<file path="config.mk">
export PLATFORM = sky130hd
export DESIGN_NAME = bucketed_linear_probe_hash_index
export DESIGN_NICKNAME = d
export VERILOG_FILES = /design/src/rtl/blphi_pkg.sv /design/src/rtl/blphi_mem.sv /design/src/rtl/blphi_hash.sv /design/src/rtl/bucketed_linear_probe_hash_index.sv
export SDC_FILE = /design/constraint.sdc
export NUM_CORES = 2
export LEC_CHECK = 0
export BUFFER_PORTS_ARGS = -buffer_cell sky130_fd_sc_hd__buf_4
export CORE_MARGIN = 2
export CORE_UTILIZATION = 32
export CTS_CLUSTER_DIAMETER = 150
export DETAILED_ROUTE_END_ITERATION = 10
export HOLD_SLACK_MARGIN = 0.05
export PLACE_DENSITY = 0.48
export SETUP_SLACK_MARGIN = 0.1
export SLEW_MARGIN = 20
export SYNTH_ARGS = -nofsm -noshare
export SYNTH_HDL_FRONTEND = slang
export SYNTH_SLANG_ARGS = --single-unit
</file>
<file path="constraint.sdc">
create_clock -name clk -period 9.4 [get_ports clk]
set_input_delay 2.35 -clock clk [delete_from_list [all_inputs] [get_ports clk]]
set_output_delay 2.35 -clock clk [all_outputs]
set_load 0.005 [all_outputs]
</file>
<file path="src/rtl/blphi_pkg.sv">
package blphi_pkg;

	localparam int HOME_ADDRESSES_DEF    = 13;
	localparam int SLOTS_PER_ADDRESS_DEF = 2;
	localparam int KEY_CHARS_DEF         = 7;

	localparam int OFF_W = 32;

	// hash multiplier 31 = 2**5 - 1, applied as shift and subtract
	localparam int HASH_SHIFT = 5;
	localparam int HASH_MULT  = (1 << HASH_SHIFT) - 1;

	localparam logic [1:0] ACT_INSERT = 2'd0;
	localparam logic [1:0] ACT_SEARCH = 2'd1;
	localparam logic [1:0] ACT_REMOVE = 2'd2;

	typedef enum logic [1:0] {
		STAT_OK   = 2'd0,
		STAT_DUP  = 2'd1,
		STAT_FULL = 2'd2,
		STAT_MISS = 2'd3
	} status_t;

	typedef enum logic [1:0] {
		ST_IDLE,
		ST_HASH,
		ST_SCAN,
		ST_FIN
	} state_t;

endpackage

</file>
<file path="src/rtl/blphi_mem.sv">
module blphi_mem #(
	parameter int DEPTH = 26,
	parameter int DW    = 88,
	localparam int IW   = $clog2(DEPTH)
) (
	input  logic          clk,
	input  logic          we,
	input  logic [IW-1:0] waddr,
	input  logic [DW-1:0] wdata,
	input  logic [IW-1:0] raddr,
	output logic [DW-1:0] rdata
);

	logic [DW-1:0] mem [DEPTH];
	logic [DW-1:0] rdata_q;

	always_ff @(posedge clk) begin
		if (we) begin
			mem[waddr] <= wdata;
		end
		rdata_q <= mem[raddr];
	end

	assign rdata = rdata_q;

endmodule

</file>
<file path="src/rtl/blphi_hash.sv">
module blphi_hash #(
	parameter int HOME_ADDRESSES = blphi_pkg::HOME_ADDRESSES_DEF,
	parameter int KEY_CHARS      = blphi_pkg::KEY_CHARS_DEF,
	localparam int AW            = $clog2(HOME_ADDRESSES),
	localparam int KW            = 8 * KEY_CHARS
) (
	input  logic          clk,
	input  logic          arst_n,
	input  logic          start,
	input  logic [KW-1:0] key,
	output logic          done,
	output logic [AW-1:0] home
);

	// widest value of sum*31 + byte
	localparam int XW = $clog2(blphi_pkg::HASH_MULT * (HOME_ADDRESSES - 1) + 256);
	localparam logic [XW-1:0] HV = XW'(HOME_ADDRESSES);
	localparam logic [XW-1:0] RV = XW'((2 ** XW) / HOME_ADDRESSES);

	logic          run_q;
	logic          ph_q;
	logic [KW-1:0] key_q;
	logic [AW-1:0] sum_q;
	logic [XW-1:0] x_q;
	logic [XW-1:0] q_q;

	logic [7:0]      cur;
	logic            stop;
	logic [XW-1:0]   x_d;
	logic [2*XW-1:0] prod;
	logic [2*XW-1:0] qh;
	logic [XW-1:0]   rem;
	logic [XW-1:0]   rem_fix;

	assign cur  = key_q[KW-1 -: 8];
	// key is zero filled after its end, so a zero byte ends the fold
	assign stop = (cur == 8'd0);

	always_comb begin
		x_d     = (XW'(sum_q) << blphi_pkg::HASH_SHIFT) - XW'(sum_q) + XW'(cur);
		prod    = x_d * RV;
		qh      = q_q * HV;
		rem     = x_q - qh[XW-1:0];
		// quotient estimate is low by at most one
		rem_fix = (rem >= HV) ? (rem - HV) : rem;
	end

	assign done = run_q && !ph_q && stop;
	assign home = sum_q;

	always_ff @(posedge clk or negedge arst_n) begin
		if (!arst_n) begin
			run_q <= 1'b0;
			ph_q  <= 1'b0;
		end else if (start) begin
			run_q <= 1'b1;
			ph_q  <= 1'b0;
		end else if (done) begin
			run_q <= 1'b0;
		end else if (run_q) begin
			ph_q <= !ph_q;
		end
	end

	always_ff @(posedge clk) begin
		if (start) begin
			key_q <= key;
			sum_q <= '0;
		end else if (run_q && !ph_q && !stop) begin
			x_q <= x_d;
			q_q <= prod[2*XW-1:XW];
		end else if (run_q && ph_q) begin
			sum_q <= AW'(rem_fix);
			key_q <= key_q << 8;
		end
	end

endmodule

</file>
<file path="src/rtl/bucketed_linear_probe_hash_index.sv">
// A request is hashed, then probed slot by slot from its home address until the key is
// found or every slot has been read; the result is registered and shown with done.
// The hash unit folds the key one byte at a time; the probe reads one slot per cycle.
// A new request can be taken in the done cycle.
// Asynchronous active-low reset empties the table (all slot valid bits clear) and idles.
module bucketed_linear_probe_hash_index #(
	parameter int HOME_ADDRESSES    = blphi_pkg::HOME_ADDRESSES_DEF,
	parameter int SLOTS_PER_ADDRESS = blphi_pkg::SLOTS_PER_ADDRESS_DEF,
	parameter int KEY_CHARS         = blphi_pkg::KEY_CHARS_DEF,
	localparam int KW = 8 * KEY_CHARS,
	localparam int AW = $clog2(HOME_ADDRESSES),
	localparam int SW = (SLOTS_PER_ADDRESS > 1) ? $clog2(SLOTS_PER_ADDRESS) : 1,
	localparam int NS = HOME_ADDRESSES * SLOTS_PER_ADDRESS,
	localparam int TW = $clog2(HOME_ADDRESSES + 1),
	localparam int CW = $clog2(NS + 1)
) (
	input  logic                       clk,
	input  logic                       arst_n,
	input  logic                       start,
	output logic                       busy,
	input  logic [1:0]                 action,
	input  logic [KW-1:0]              key,
	input  logic [blphi_pkg::OFF_W-1:0] record_offset,
	output logic                       done,
	output logic [1:0]                 status,
	output logic [AW-1:0]              home_address,
	output logic [AW-1:0]              hit_address,
	output logic [SW-1:0]              hit_slot,
	output logic [TW-1:0]              attempt,
	output logic [CW-1:0]              accesses,
	output logic [blphi_pkg::OFF_W-1:0] found_offset
);

	localparam int OW = blphi_pkg::OFF_W;
	localparam int IW = $clog2(NS);
	localparam int DW = KW + OW;

	blphi_pkg::state_t state_q, state_d;

	logic [1:0]    act_q;
	logic [KW-1:0] key_q;
	logic [OW-1:0] off_q;
	logic [AW-1:0] home_q;

	// probe issue counters
	logic [IW-1:0] idx_q;
	logic [AW-1:0] addr_q;
	logic [SW-1:0] slot_q;
	logic [TW-1:0] att_q;
	logic [CW-1:0] issue_q;

	// compare stage, aligned with the memory read data
	logic          vld_s1;
	logic [IW-1:0] idx_s1;
	logic [AW-1:0] addr_s1;
	logic [SW-1:0] slot_s1;
	logic [TW-1:0] att_s1;
	logic [CW-1:0] seq_s1;

	logic          hit_q;
	logic [IW-1:0] hit_idx_q;
	logic [AW-1:0] hit_addr_q;
	logic [SW-1:0] hit_slot_q;
	logic [CW-1:0] hit_cnt_q;
	logic [OW-1:0] hit_off_q;

	logic          free_q;
	logic [IW-1:0] free_idx_q;
	logic [AW-1:0] free_addr_q;
	logic [SW-1:0] free_slot_q;
	logic [TW-1:0] free_att_q;

	logic [NS-1:0] valid_q;

	logic                done_q;
	blphi_pkg::status_t  status_q;
	logic [AW-1:0]       home_out_q;
	logic [AW-1:0]       hit_addr_out_q;
	logic [SW-1:0]       hit_slot_out_q;
	logic [TW-1:0]       att_out_q;
	logic [CW-1:0]       acc_out_q;
	logic [OW-1:0]       off_out_q;

	blphi_pkg::status_t  status_d;
	logic [AW-1:0]       hit_addr_d;
	logic [SW-1:0]       hit_slot_d;
	logic [TW-1:0]       att_d;
	logic [CW-1:0]       acc_d;
	logic [OW-1:0]       off_d;

	logic          accept;
	logic [KW-1:0] key_norm;
	logic          hash_done;
	logic [AW-1:0] hash_home;
	logic          issue_en;
	logic [DW-1:0] rd_data;
	logic [KW-1:0] rd_key;
	logic          slot_live;
	logic          hit_now;
	logic          free_now;
	logic          last_now;
	logic          ins_write;
	logic          rem_clear;

	function automatic logic [KW-1:0] norm_key(input logic [KW-1:0] k);
		logic [KW-1:0] r;
		logic          live;
		r    = '0;
		live = 1'b1;
		for (int i = 0; i < KEY_CHARS; i++) begin
			if (k[KW-1-8*i -: 8] == 8'd0) live = 1'b0;
			if (live) r[KW-1-8*i -: 8] = k[KW-1-8*i -: 8];
		end
		return r;
	endfunction

	assign accept   = start && (state_q == blphi_pkg::ST_IDLE);
	assign busy     = (state_q != blphi_pkg::ST_IDLE);
	assign key_norm = norm_key(key);

	blphi_hash #(
		.HOME_ADDRESSES(HOME_ADDRESSES),
		.KEY_CHARS(KEY_CHARS)
	) u_hash (
		.clk(clk),
		.arst_n(arst_n),
		.start(accept),
		.key(key_norm),
		.done(hash_done),
		.home(hash_home)
	);

	assign issue_en  = (state_q == blphi_pkg::ST_SCAN) && (issue_q != CW'(NS));
	assign ins_write = (state_q == blphi_pkg::ST_FIN) && (act_q == blphi_pkg::ACT_INSERT) &&
		!hit_q && free_q;
	assign rem_clear = (state_q == blphi_pkg::ST_FIN) && (act_q == blphi_pkg::ACT_REMOVE) &&
		hit_q;

	blphi_mem #(
		.DEPTH(NS),
		.DW(DW)
	) u_mem (
		.clk(clk),
		.we(ins_write),
		.waddr(free_idx_q),
		.wdata({key_q, off_q}),
		.raddr(idx_q),
		.rdata(rd_data)
	);

	assign rd_key    = rd_data[DW-1 -: KW];
	assign slot_live = valid_q[idx_s1];
	assign hit_now   = vld_s1 && slot_live && (rd_key == key_q);
	// first empty slot in probe order is where an insert lands
	assign free_now  = vld_s1 && !slot_live && !free_q;
	assign last_now  = vld_s1 && (seq_s1 == CW'(NS));

	always_ff @(posedge clk or negedge arst_n) begin
		if (!arst_n) begin
			state_q <= blphi_pkg::ST_IDLE;
		end else begin
			state_q <= state_d;
		end
	end

	always_comb begin
		state_d = state_q;
		unique case (state_q)
			blphi_pkg::ST_IDLE: begin
				if (start) state_d = blphi_pkg::ST_HASH;
			end
			blphi_pkg::ST_HASH: begin
				if (hash_done) state_d = blphi_pkg::ST_SCAN;
			end
			blphi_pkg::ST_SCAN: begin
				if (hit_now || last_now) state_d = blphi_pkg::ST_FIN;
			end
			blphi_pkg::ST_FIN: begin
				state_d = blphi_pkg::ST_IDLE;
			end
			default: state_d = blphi_pkg::ST_IDLE;
		endcase
	end

	// sequencer counters, compare stage, table valid bits and done strobe
	always_ff @(posedge clk or negedge arst_n) begin
		if (!arst_n) begin
			issue_q <= '0;
			vld_s1  <= 1'b0;
			hit_q   <= 1'b0;
			free_q  <= 1'b0;
			valid_q <= '0;
			done_q  <= 1'b0;
		end else begin
			vld_s1 <= issue_en;
			done_q <= (state_q == blphi_pkg::ST_FIN);
			if (state_q == blphi_pkg::ST_HASH) begin
				issue_q <= '0;
				hit_q   <= 1'b0;
				free_q  <= 1'b0;
			end
			if (issue_en) begin
				issue_q <= issue_q + CW'(1);
			end
			if (state_q == blphi_pkg::ST_SCAN) begin
				if (hit_now) hit_q <= 1'b1;
				if (free_now) free_q <= 1'b1;
			end
			if (ins_write) valid_q[free_idx_q] <= 1'b1;
			if (rem_clear) valid_q[hit_idx_q] <= 1'b0;
		end
	end

	always_ff @(posedge clk) begin
		if (accept) begin
			act_q <= action;
			key_q <= key_norm;
			off_q <= record_offset;
		end
		if (state_q == blphi_pkg::ST_HASH) begin
			home_q <= hash_home;
			idx_q  <= IW'(hash_home * SLOTS_PER_ADDRESS);
			addr_q <= hash_home;
			slot_q <= '0;
			att_q  <= TW'(1);
		end
		if (issue_en) begin
			idx_q <= (idx_q == IW'(NS - 1)) ? '0 : idx_q + IW'(1);
			if (slot_q == SW'(SLOTS_PER_ADDRESS - 1)) begin
				slot_q <= '0;
				addr_q <= (addr_q == AW'(HOME_ADDRESSES - 1)) ? '0 : addr_q + AW'(1);
				att_q  <= att_q + TW'(1);
			end else begin
				slot_q <= slot_q + SW'(1);
			end
		end
		idx_s1  <= idx_q;
		addr_s1 <= addr_q;
		slot_s1 <= slot_q;
		att_s1  <= att_q;
		seq_s1  <= issue_q + CW'(1);
		if ((state_q == blphi_pkg::ST_SCAN) && hit_now) begin
			hit_idx_q  <= idx_s1;
			hit_addr_q <= addr_s1;
			hit_slot_q <= slot_s1;
			hit_cnt_q  <= seq_s1;
			hit_off_q  <= rd_data[OW-1:0];
		end
		if ((state_q == blphi_pkg::ST_SCAN) && free_now) begin
			free_idx_q  <= idx_s1;
			free_addr_q <= addr_s1;
			free_slot_q <= slot_s1;
			free_att_q  <= att_s1;
		end
	end

	// pick the result fields for the finished request
	always_comb begin
		status_d   = blphi_pkg::STAT_OK;
		hit_addr_d = '0;
		hit_slot_d = '0;
		att_d      = '0;
		acc_d      = '0;
		off_d      = '0;
		case (act_q)
			blphi_pkg::ACT_INSERT: begin
				if (hit_q) begin
					status_d   = blphi_pkg::STAT_DUP;
					hit_addr_d = hit_addr_q;
					hit_slot_d = hit_slot_q;
				end else if (free_q) begin
					hit_addr_d = free_addr_q;
					hit_slot_d = free_slot_q;
					att_d      = free_att_q;
				end else begin
					status_d = blphi_pkg::STAT_FULL;
				end
			end
			blphi_pkg::ACT_SEARCH: begin
				if (hit_q) begin
					hit_addr_d = hit_addr_q;
					hit_slot_d = hit_slot_q;
					acc_d      = hit_cnt_q;
					off_d      = hit_off_q;
				end else begin
					status_d = blphi_pkg::STAT_MISS;
				end
			end
			blphi_pkg::ACT_REMOVE: begin
				if (hit_q) begin
					hit_addr_d = hit_addr_q;
					hit_slot_d = hit_slot_q;
				end else begin
					status_d = blphi_pkg::STAT_MISS;
				end
			end
			default: ;
		endcase
	end

	// result register, loaded in the finish cycle
	always_ff @(posedge clk) begin
		if (state_q == blphi_pkg::ST_FIN) begin
			status_q       <= status_d;
			home_out_q     <= home_q;
			hit_addr_out_q <= hit_addr_d;
			hit_slot_out_q <= hit_slot_d;
			att_out_q      <= att_d;
			acc_out_q      <= acc_d;
			off_out_q      <= off_d;
		end
	end

	assign done         = done_q;
	assign status       = status_q;
	assign home_address = home_out_q;
	assign hit_address  = hit_addr_out_q;
	assign hit_slot     = hit_slot_out_q;
	assign attempt      = att_out_q;
	assign accesses     = acc_out_q;
	assign found_offset = off_out_q;

endmodule

</file>
After elaboration in Yosys (flattened, before gate mapping)
Memories as Yosys holds them, arrays and structs flattened. A register that Yosys moved wholly into a read port is not among the register bits.
Cells that the tools add are included.
{ "totals": {"ff_bits": 356, "ram_bits": 2288, "output_inout_bits": 54, "elab_cells": 201, "n_memories": 1} }
{ "mem_list": {"columns": ["name", "depth", "width", "rd", "rd_ports_with_merged_regs", "wr", "line", "text"], "rows": [
  ["u_mem.mem", 26, 88, 1, 1, 1, "blphi_mem.sv:14", "logic [DW-1:0] mem [DEPTH];"]
]} }
{ "classes": {"add_sub_neg": 9, "multipliers": 2, "order_cmp": 6, "eq_ne": 15, "mux": 70, "n_bitwise": 7, "reduce_logical": 49} }
{ "op_table": {"columns": ["cell", "count"], "rows": [
  ["56-bit 2-to-1 mux", 3],
  ["8-bit zero test", 8],
  ["56-bit == test", 1],
  ["8-bit 2-to-1 mux", 7],
  ["26-bit 2-to-1 mux", 2],
  ["4-bit 2-to-1 mux", 11],
  ["1-bit 2-to-1 mux", 29],
  ["26-bit AND", 1],
  ["26-bit inverter", 1],
  ["26-bit bitwise OR", 1],
  ["5-bit 2-to-1 mux", 5],
  ["1-bit logical AND", 20],
  ["5-bit by 6-bit less-than comparator with 1-bit output (second input constant)", 3],
  ["10-bit by 6-bit multiplier with 16-bit output (second input constant)", 1],
  ["2-bit 2-to-1 mux", 6],
  ["10-bit by 8-bit adder with 10-bit output", 1],
  ["5-bit by 1-bit adder with 5-bit output (second input constant)", 2],
  ["1-bit demux with 5-bit select", 2],
  ["5-bit == test (second input constant)", 2],
  ["10-bit by 4-bit >= comparator with 1-bit output (second input constant)", 1],
  ["5-bit by 1-bit >= comparator with 1-bit output (second input constant)", 2],
  ["7-bit by 4-bit multiplier with 10-bit output (second input constant)", 1],
  ["2-bit inequality test (second input constant)", 5],
  ["2-bit AND reduction", 5],
  ["other kinds (22)", 38]
]} }

Depth between registers and ports, before layout
{ "logic_depth": {"depth_word": 10, "mapped_depth": 25, "depth_no_buf": 25} }

Cells and area by module
A second synthesis with hierarchy kept.
{ "hier_totals": {"cells_unflattened": 5026, "area_unflattened_um2": 104905.6} }
{ "by_module_without_submodules": {"columns": ["module", "n_inst", "cells_each", "area_per_inst_um2"], "rows": [
  ["blphi_mem", 1, 3822, 88426.1],
  ["bucketed_linear_probe_hash_index", 1, 744, 10895.4],
  ["blphi_hash", 1, 460, 5584.1]
]} }

Least setup slack after synthesis
Ideal clock, no wire load.
{ "synth_path": {"kind": "register -> register", "start": "reg state_q[1]", "end": "reg valid_q[6]", "setup_ns": 0.080, "t_arrival_ns": 6.546, "t_required_ns": 9.320, "path_slack_ns": 2.774, "stages_incl_launch_ff": 7, "period_less_slack_ns": 6.626, "path_cell_list": "dfrtp_1 -> ha_1 -> nor2b_1 -> nor2b_1 -> nand3_1 -> nor2_1 -> o22a_1"} }
{ "synth_between": {"elab_chain_len": 7, "elab_cells_between_ends": 9, "classes_between": "1 x eq/ne; 2 x mux; 1 x bitwise; 5 x reduce/logical"} }
{ "synth_lines": {"columns": ["item", "line", "text"], "rows": [
  ["from (decl)", "bucketed_linear_probe_hash_index.sv:38", "blphi_pkg::state_t state_q, state_d;"],
  ["from (signal assigned)", "bucketed_linear_probe_hash_index.sv:160", "state_q <= blphi_pkg::ST_IDLE;"],
  ["from (signal assigned)", "bucketed_linear_probe_hash_index.sv:162", "state_q <= state_d;"],
  ["2-bit == test *", "bucketed_linear_probe_hash_index.sv:134, bucketed_linear_probe_hash_index.sv:136", null],
  ["1-bit logical AND (2 in a row)", "bucketed_linear_probe_hash_index.sv:134", "assign ins_write = (state_q == blphi_pkg::ST_FIN) && (act_q == blphi_pkg::ACT_INSERT) &&"],
  ["1-bit logical AND", "bucketed_linear_probe_hash_index.sv:135", "!hit_q && free_q;"],
  ["26-bit 2-to-1 mux", "bucketed_linear_probe_hash_index.sv:209", "if (ins_write) valid_q[free_idx_q] <= 1'b1;"],
  ["26-bit AND (no source line)", null, null],
  ["26-bit 2-to-1 mux *", "bucketed_linear_probe_hash_index.sv:210", "if (rem_clear) valid_q[hit_idx_q] <= 1'b0;"],
  ["to (signal assigned)", "bucketed_linear_probe_hash_index.sv:192", "valid_q <= '0;"],
  ["to (signal, indexed assignment)", "bucketed_linear_probe_hash_index.sv:209", null],
  ["to (signal, indexed assignment)", "bucketed_linear_probe_hash_index.sv:210", null],
  ["to (decl)", "bucketed_linear_probe_hash_index.sv:73", "logic [NS-1:0] valid_q;"]
]} }
Every way passes the cells marked *; elsewhere a longest branch is shown, timed or not.
A chain may end at the register's enable or synchronous reset.

Worst setup path after layout
{ "layout_path": {"start": "reg u_hash.sum_q[1], in the netlist u_hash.home[1]", "end": "reg u_hash.q_q[5] (data pin)"} }
{ "layout_between": {"elab_chain_len": 3} }
{ "layout_lines": {"columns": ["item", "line", "text"], "rows": [
  ["from (decl)", "blphi_hash.sv:23", "logic [AW-1:0] sum_q;"],
  ["from (signal assigned)", "blphi_hash.sv:73", "sum_q <= AW'(rem_fix);"],
  ["9-bit by 4-bit subtractor with 10-bit output", "blphi_hash.sv:40", "x_d = (XW'(sum_q) << blphi_pkg::HASH_SHIFT) - XW'(sum_q) + XW'(cur);"],
  ["10-bit by 8-bit adder with 10-bit output", "blphi_hash.sv:40", null],
  ["named net u_hash.x_d[9]", "blphi_hash.sv:29", "logic [XW-1:0] x_d;"],
  ["10-bit by 6-bit multiplier with 16-bit output", "blphi_hash.sv:41", "prod = x_d * RV;"],
  ["named net u_hash.prod[15]", "blphi_hash.sv:30", "logic [2*XW-1:0] prod;"],
  ["to (signal assigned)", "blphi_hash.sv:71", "q_q <= prod[2*XW-1:XW];"],
  ["to (decl)", "blphi_hash.sv:25", "logic [XW-1:0] q_q;"]
]} }
The timed path passes the listed nets, and every way through them passes these cells.

==> flow_summary.json <==
{
  "finalSetupTns_ps": 0,
  "cts.sinks": 2732,
  "cp_num_buf_inv": 4,
  "post_cts_buffers": 0,
  "start_util_pct": 32.1,
  "status": "complete, no violations",
  "grt_max_degree": 137,
  "critPathKind": "reg -> reg",
  "clock_skew_ps": 66.2,
  "vias_per_cell": 5.05,
  "synth_edf_count": 2574,
  "synth_area_per_cell_um2": 21.7,
  "slew-limit-headroom_pct": 26.2,
  "path_cells": "inv_1, ha_1, ha_1, fa_1, nand3_1, nand2_1, a31oi_1, nor2b_1, o21a_1, nor2_1, xnor2_1, inv_1, ha_1, ha_1, inv_1, fa_1, inv_1, ha_1, o21a_1, o21ai_0, a31oi_1, o21a_1, nor2_1, xor2_1",
  "dieArea_um2": 333000,
  "num_rows": 210,
  "fmax_ghz": 0.180,
  "place.gp.congestion": 0.741,
  "grt_setup_unrepaired": "false",
  "h-tree-depth": 5,
  "cts_tree": "yes",
  "fillers": 29700,
  "die_h_um": 577,
  "synth-seq-cells": 2732,
  "p_total_w": 0.0416,
  "yosys_most_used_dff": "edfxtp_1",
  "nets": 5359,
  "period_needed_ps": 5560,
  "wl_um": 278000,
  "endpoint_kind": "register",
  "worst_hold_path_type": "reg -> reg",
  "drtIter0Drc": 4066,
  "drive_above_1_share_pct": 27.0,
  "path_delay_family": "adder cells",
  "gr-total-overflow": 0,
  "hold_viol": 0,
  "seq_area_frac_synth_pct": 76.7,
  "numPortBuffers": 146,
  "numCtsBuffers": 294,
  "ant_nets": 0,
  "final_common_cell": "edfxtp_1",
  "slew_violations": 0,
  "syn_to_final_growth_pct": 15.4,
  "p_per_area_nw_per_um2": 343,
  "whs_path_depth": 0,
  "first_pass_iters": 5,
  "arrival_ps": 6110,
  "synth.cell_area_um2": 105000,
  "syn_inst": 4854,
  "max-cap-violations": 0,
  "worstMarginPinSlew_ps": 1110,
  "synth-async-reset-ratio_pct": 1.43,
  "clockBufferDepth": 4,
  "fin_crit_sh_pct": 59.1,
  "clkLatencyLatePin_ps": 870,
  "cp_max_fo": 5,
  "critPathLaunchType": "register",
  "grt_usage_pct": 16.4,
  "grt_pass1_vias": 51700,
  "slowest_delay_ps": 520,
  "reg2regPathDepth": 24,
  "synth_fp_nets": 5049,
  "critPathSlowestCell": "a31oi_1",
  "setup-violations-final": 0,
  "io_pins": 147,
  "dp_hpwl_um": 134000,
  "wire_per_inst_um": 28.5,
  "core_area_um2": 327000,
  "crit_cells": 24,
  "vias": 49300,
  "ys_warn_count": 0,
  "antenna_found_initial": 9,
  "cts_root_buf": "clkbuf_16",
  "grt_pass1_wl_um": 392000,
  "clk_pin_slew_ps": 60,
  "drc": 0,
  "die_width_um": 577,
  "ir_drop_uv": 845,
  "final_cell_mix": "edfxtp_1 (2,574), mux4_2 (623), clkbuf_16 (305)",
  "synth_cell_types": 68,
  "crit_required_ps": 9950,
  "cp_common_cell": "ha_1",
  "total_leakage_power_nw": 38.6,
  "cts-resized-gates": 0,
  "hold_buffers": 0
}
synthesized netlist by cell type, types with 39 or more instances:
master / n / share of area (%)
inv_1: 107 / 0.38
mux2i_1: 96 / 0.91
mux2_2: 131 / 1.4
nor2b_1: 94 / 0.56
xnor2_1: 58 / 0.48
edfxtp_1: 2574 / 74
dfrtp_1: 39 / 0.93
a211oi_1: 88 / 0.63
clkbuf_1: 157 / 0.56
nand2_1: 63 / 0.22
nor2_1: 73 / 0.26
buf_2: 56 / 0.27
mux4_2: 623 / 13
dfxtp_1: 119 / 2.3
and3_1: 50 / 0.30
ha_1: 81 / 0.96
a21oi_1: 119 / 0.57
cells by family (layout without fill, tap and decap cells):
logic type / after synthesis / count (layout) / synth area share (%)
AND/OR/NAND/NOR: 431 / 431 / 2.30
adder cells (fa/ha/maj): 102 / 102 / 1.36
XOR/XNOR: 85 / 85 / 0.708
other: 0 / 4 / 0
buffers and inverters: 343 / 884 / 1.31
flip-flops: 2732 / 2732 / 76.7
AO/OA/AOI/OAI: 311 / 311 / 1.93
multiplexers: 850 / 850 / 15.7
where the power goes:
part	total (W)	internal [W]	switching, W	leakage, nW
clock	0.0112	0.00651	0.00470	4.50
combinational	0.0148	0.00690	0.00787	9.30
sequential	0.0156	0.0149	0.000745	24.8
registers in the layout, summed over array words and instances, names as in the netlist, 5 cells and up:
register      flops
found_offset     32
hit_cnt_q         5
hit_idx_q         5
u_mem.rdata      88
seq_s1            5
accesses          5
issue_q           5
u_hash.x_q       10
idx_q             5
valid_q          26
key_q            56
free_idx_q        5
u_mem.mem      2288
idx_s1            5
u_hash.q_q        7
hit_off_q        32
off_q            32
u_hash.key_q     56
stage by stage:
step	utilization, %	hold slack, ps	instance area [µm²]	instances	setup WS [ps]
global placement	34.3	356	112000	9212	3800
CTS	37.1	364	121000	9739	3810
floorplan	-	340	105000	4854	2770
global route	37.1	382	121000	9742	3520
finish	37.1	365	121000	9745	3840
detailed placement	34.3	356	112000	9212	3840
layout make-up:
cell class              count  area [µm²]  area share (%)
flip-flops and latches   2732       80700            66.5
multi-input cells        1779       23300            19.2
clock buffers             406        8140            6.71
well taps                4346        5440            4.48
repair buffers            250        2270            1.87
clock inverters           121        1080           0.887
inverters                 107         409           0.337
diodes                      4        10.0         0.00825
metal layers:
metal | wire [µm] | track usage (%) | vias to the layer above
met5 | 31 | 0 | -
met4 | 5020 | 3.51 | 6
met3 | 11200 | 2.14 | 334
met2 | 140000 | 28.3 | 1115
met1 | 122000 | 22.2 | 27100
li1 | - | - | 20700
worst reg2reg max path: stages (launching register included):
cell     delay (ps)
dfxtp_1         350
inv_1           110
ha_1            310
ha_1            210
fa_1            460
nand3_1          90
nand2_1         110
a31oi_1         520
nor2b_1         130
o21a_1          210
nor2_1          110
xnor2_1         210
inv_1           140
ha_1            320
ha_1            270
inv_1            40
fa_1            470
inv_1            40
ha_1            310
o21a_1          190
o21ai_0         140
a31oi_1          90
o21a_1          210
nor2_1          140
xor2_1           80
worst paths after layout:
check                                       startpoint                 endpoint  slack, ps
max                        u_hash.home[1]$_SDFFE_PP0P_  u_hash.q_q[5]$_DFFE_PP_       3840
min                                   att_q[3]$_DFF_P_        att_s1[3]$_DFF_P_        370
max reg2reg                u_hash.home[1]$_SDFFE_PP0P_  u_hash.q_q[5]$_DFFE_PP_       3840
min reg2reg                           att_q[3]$_DFF_P_        att_s1[3]$_DFF_P_        370
max in group asynchronous                       arst_n     valid_q[6]$_DFF_PN0_       7420
min in group asynchronous                       arst_n           done$_DFF_PN0_       1500
No activity file was read; power rests on OpenSTA's default activity.
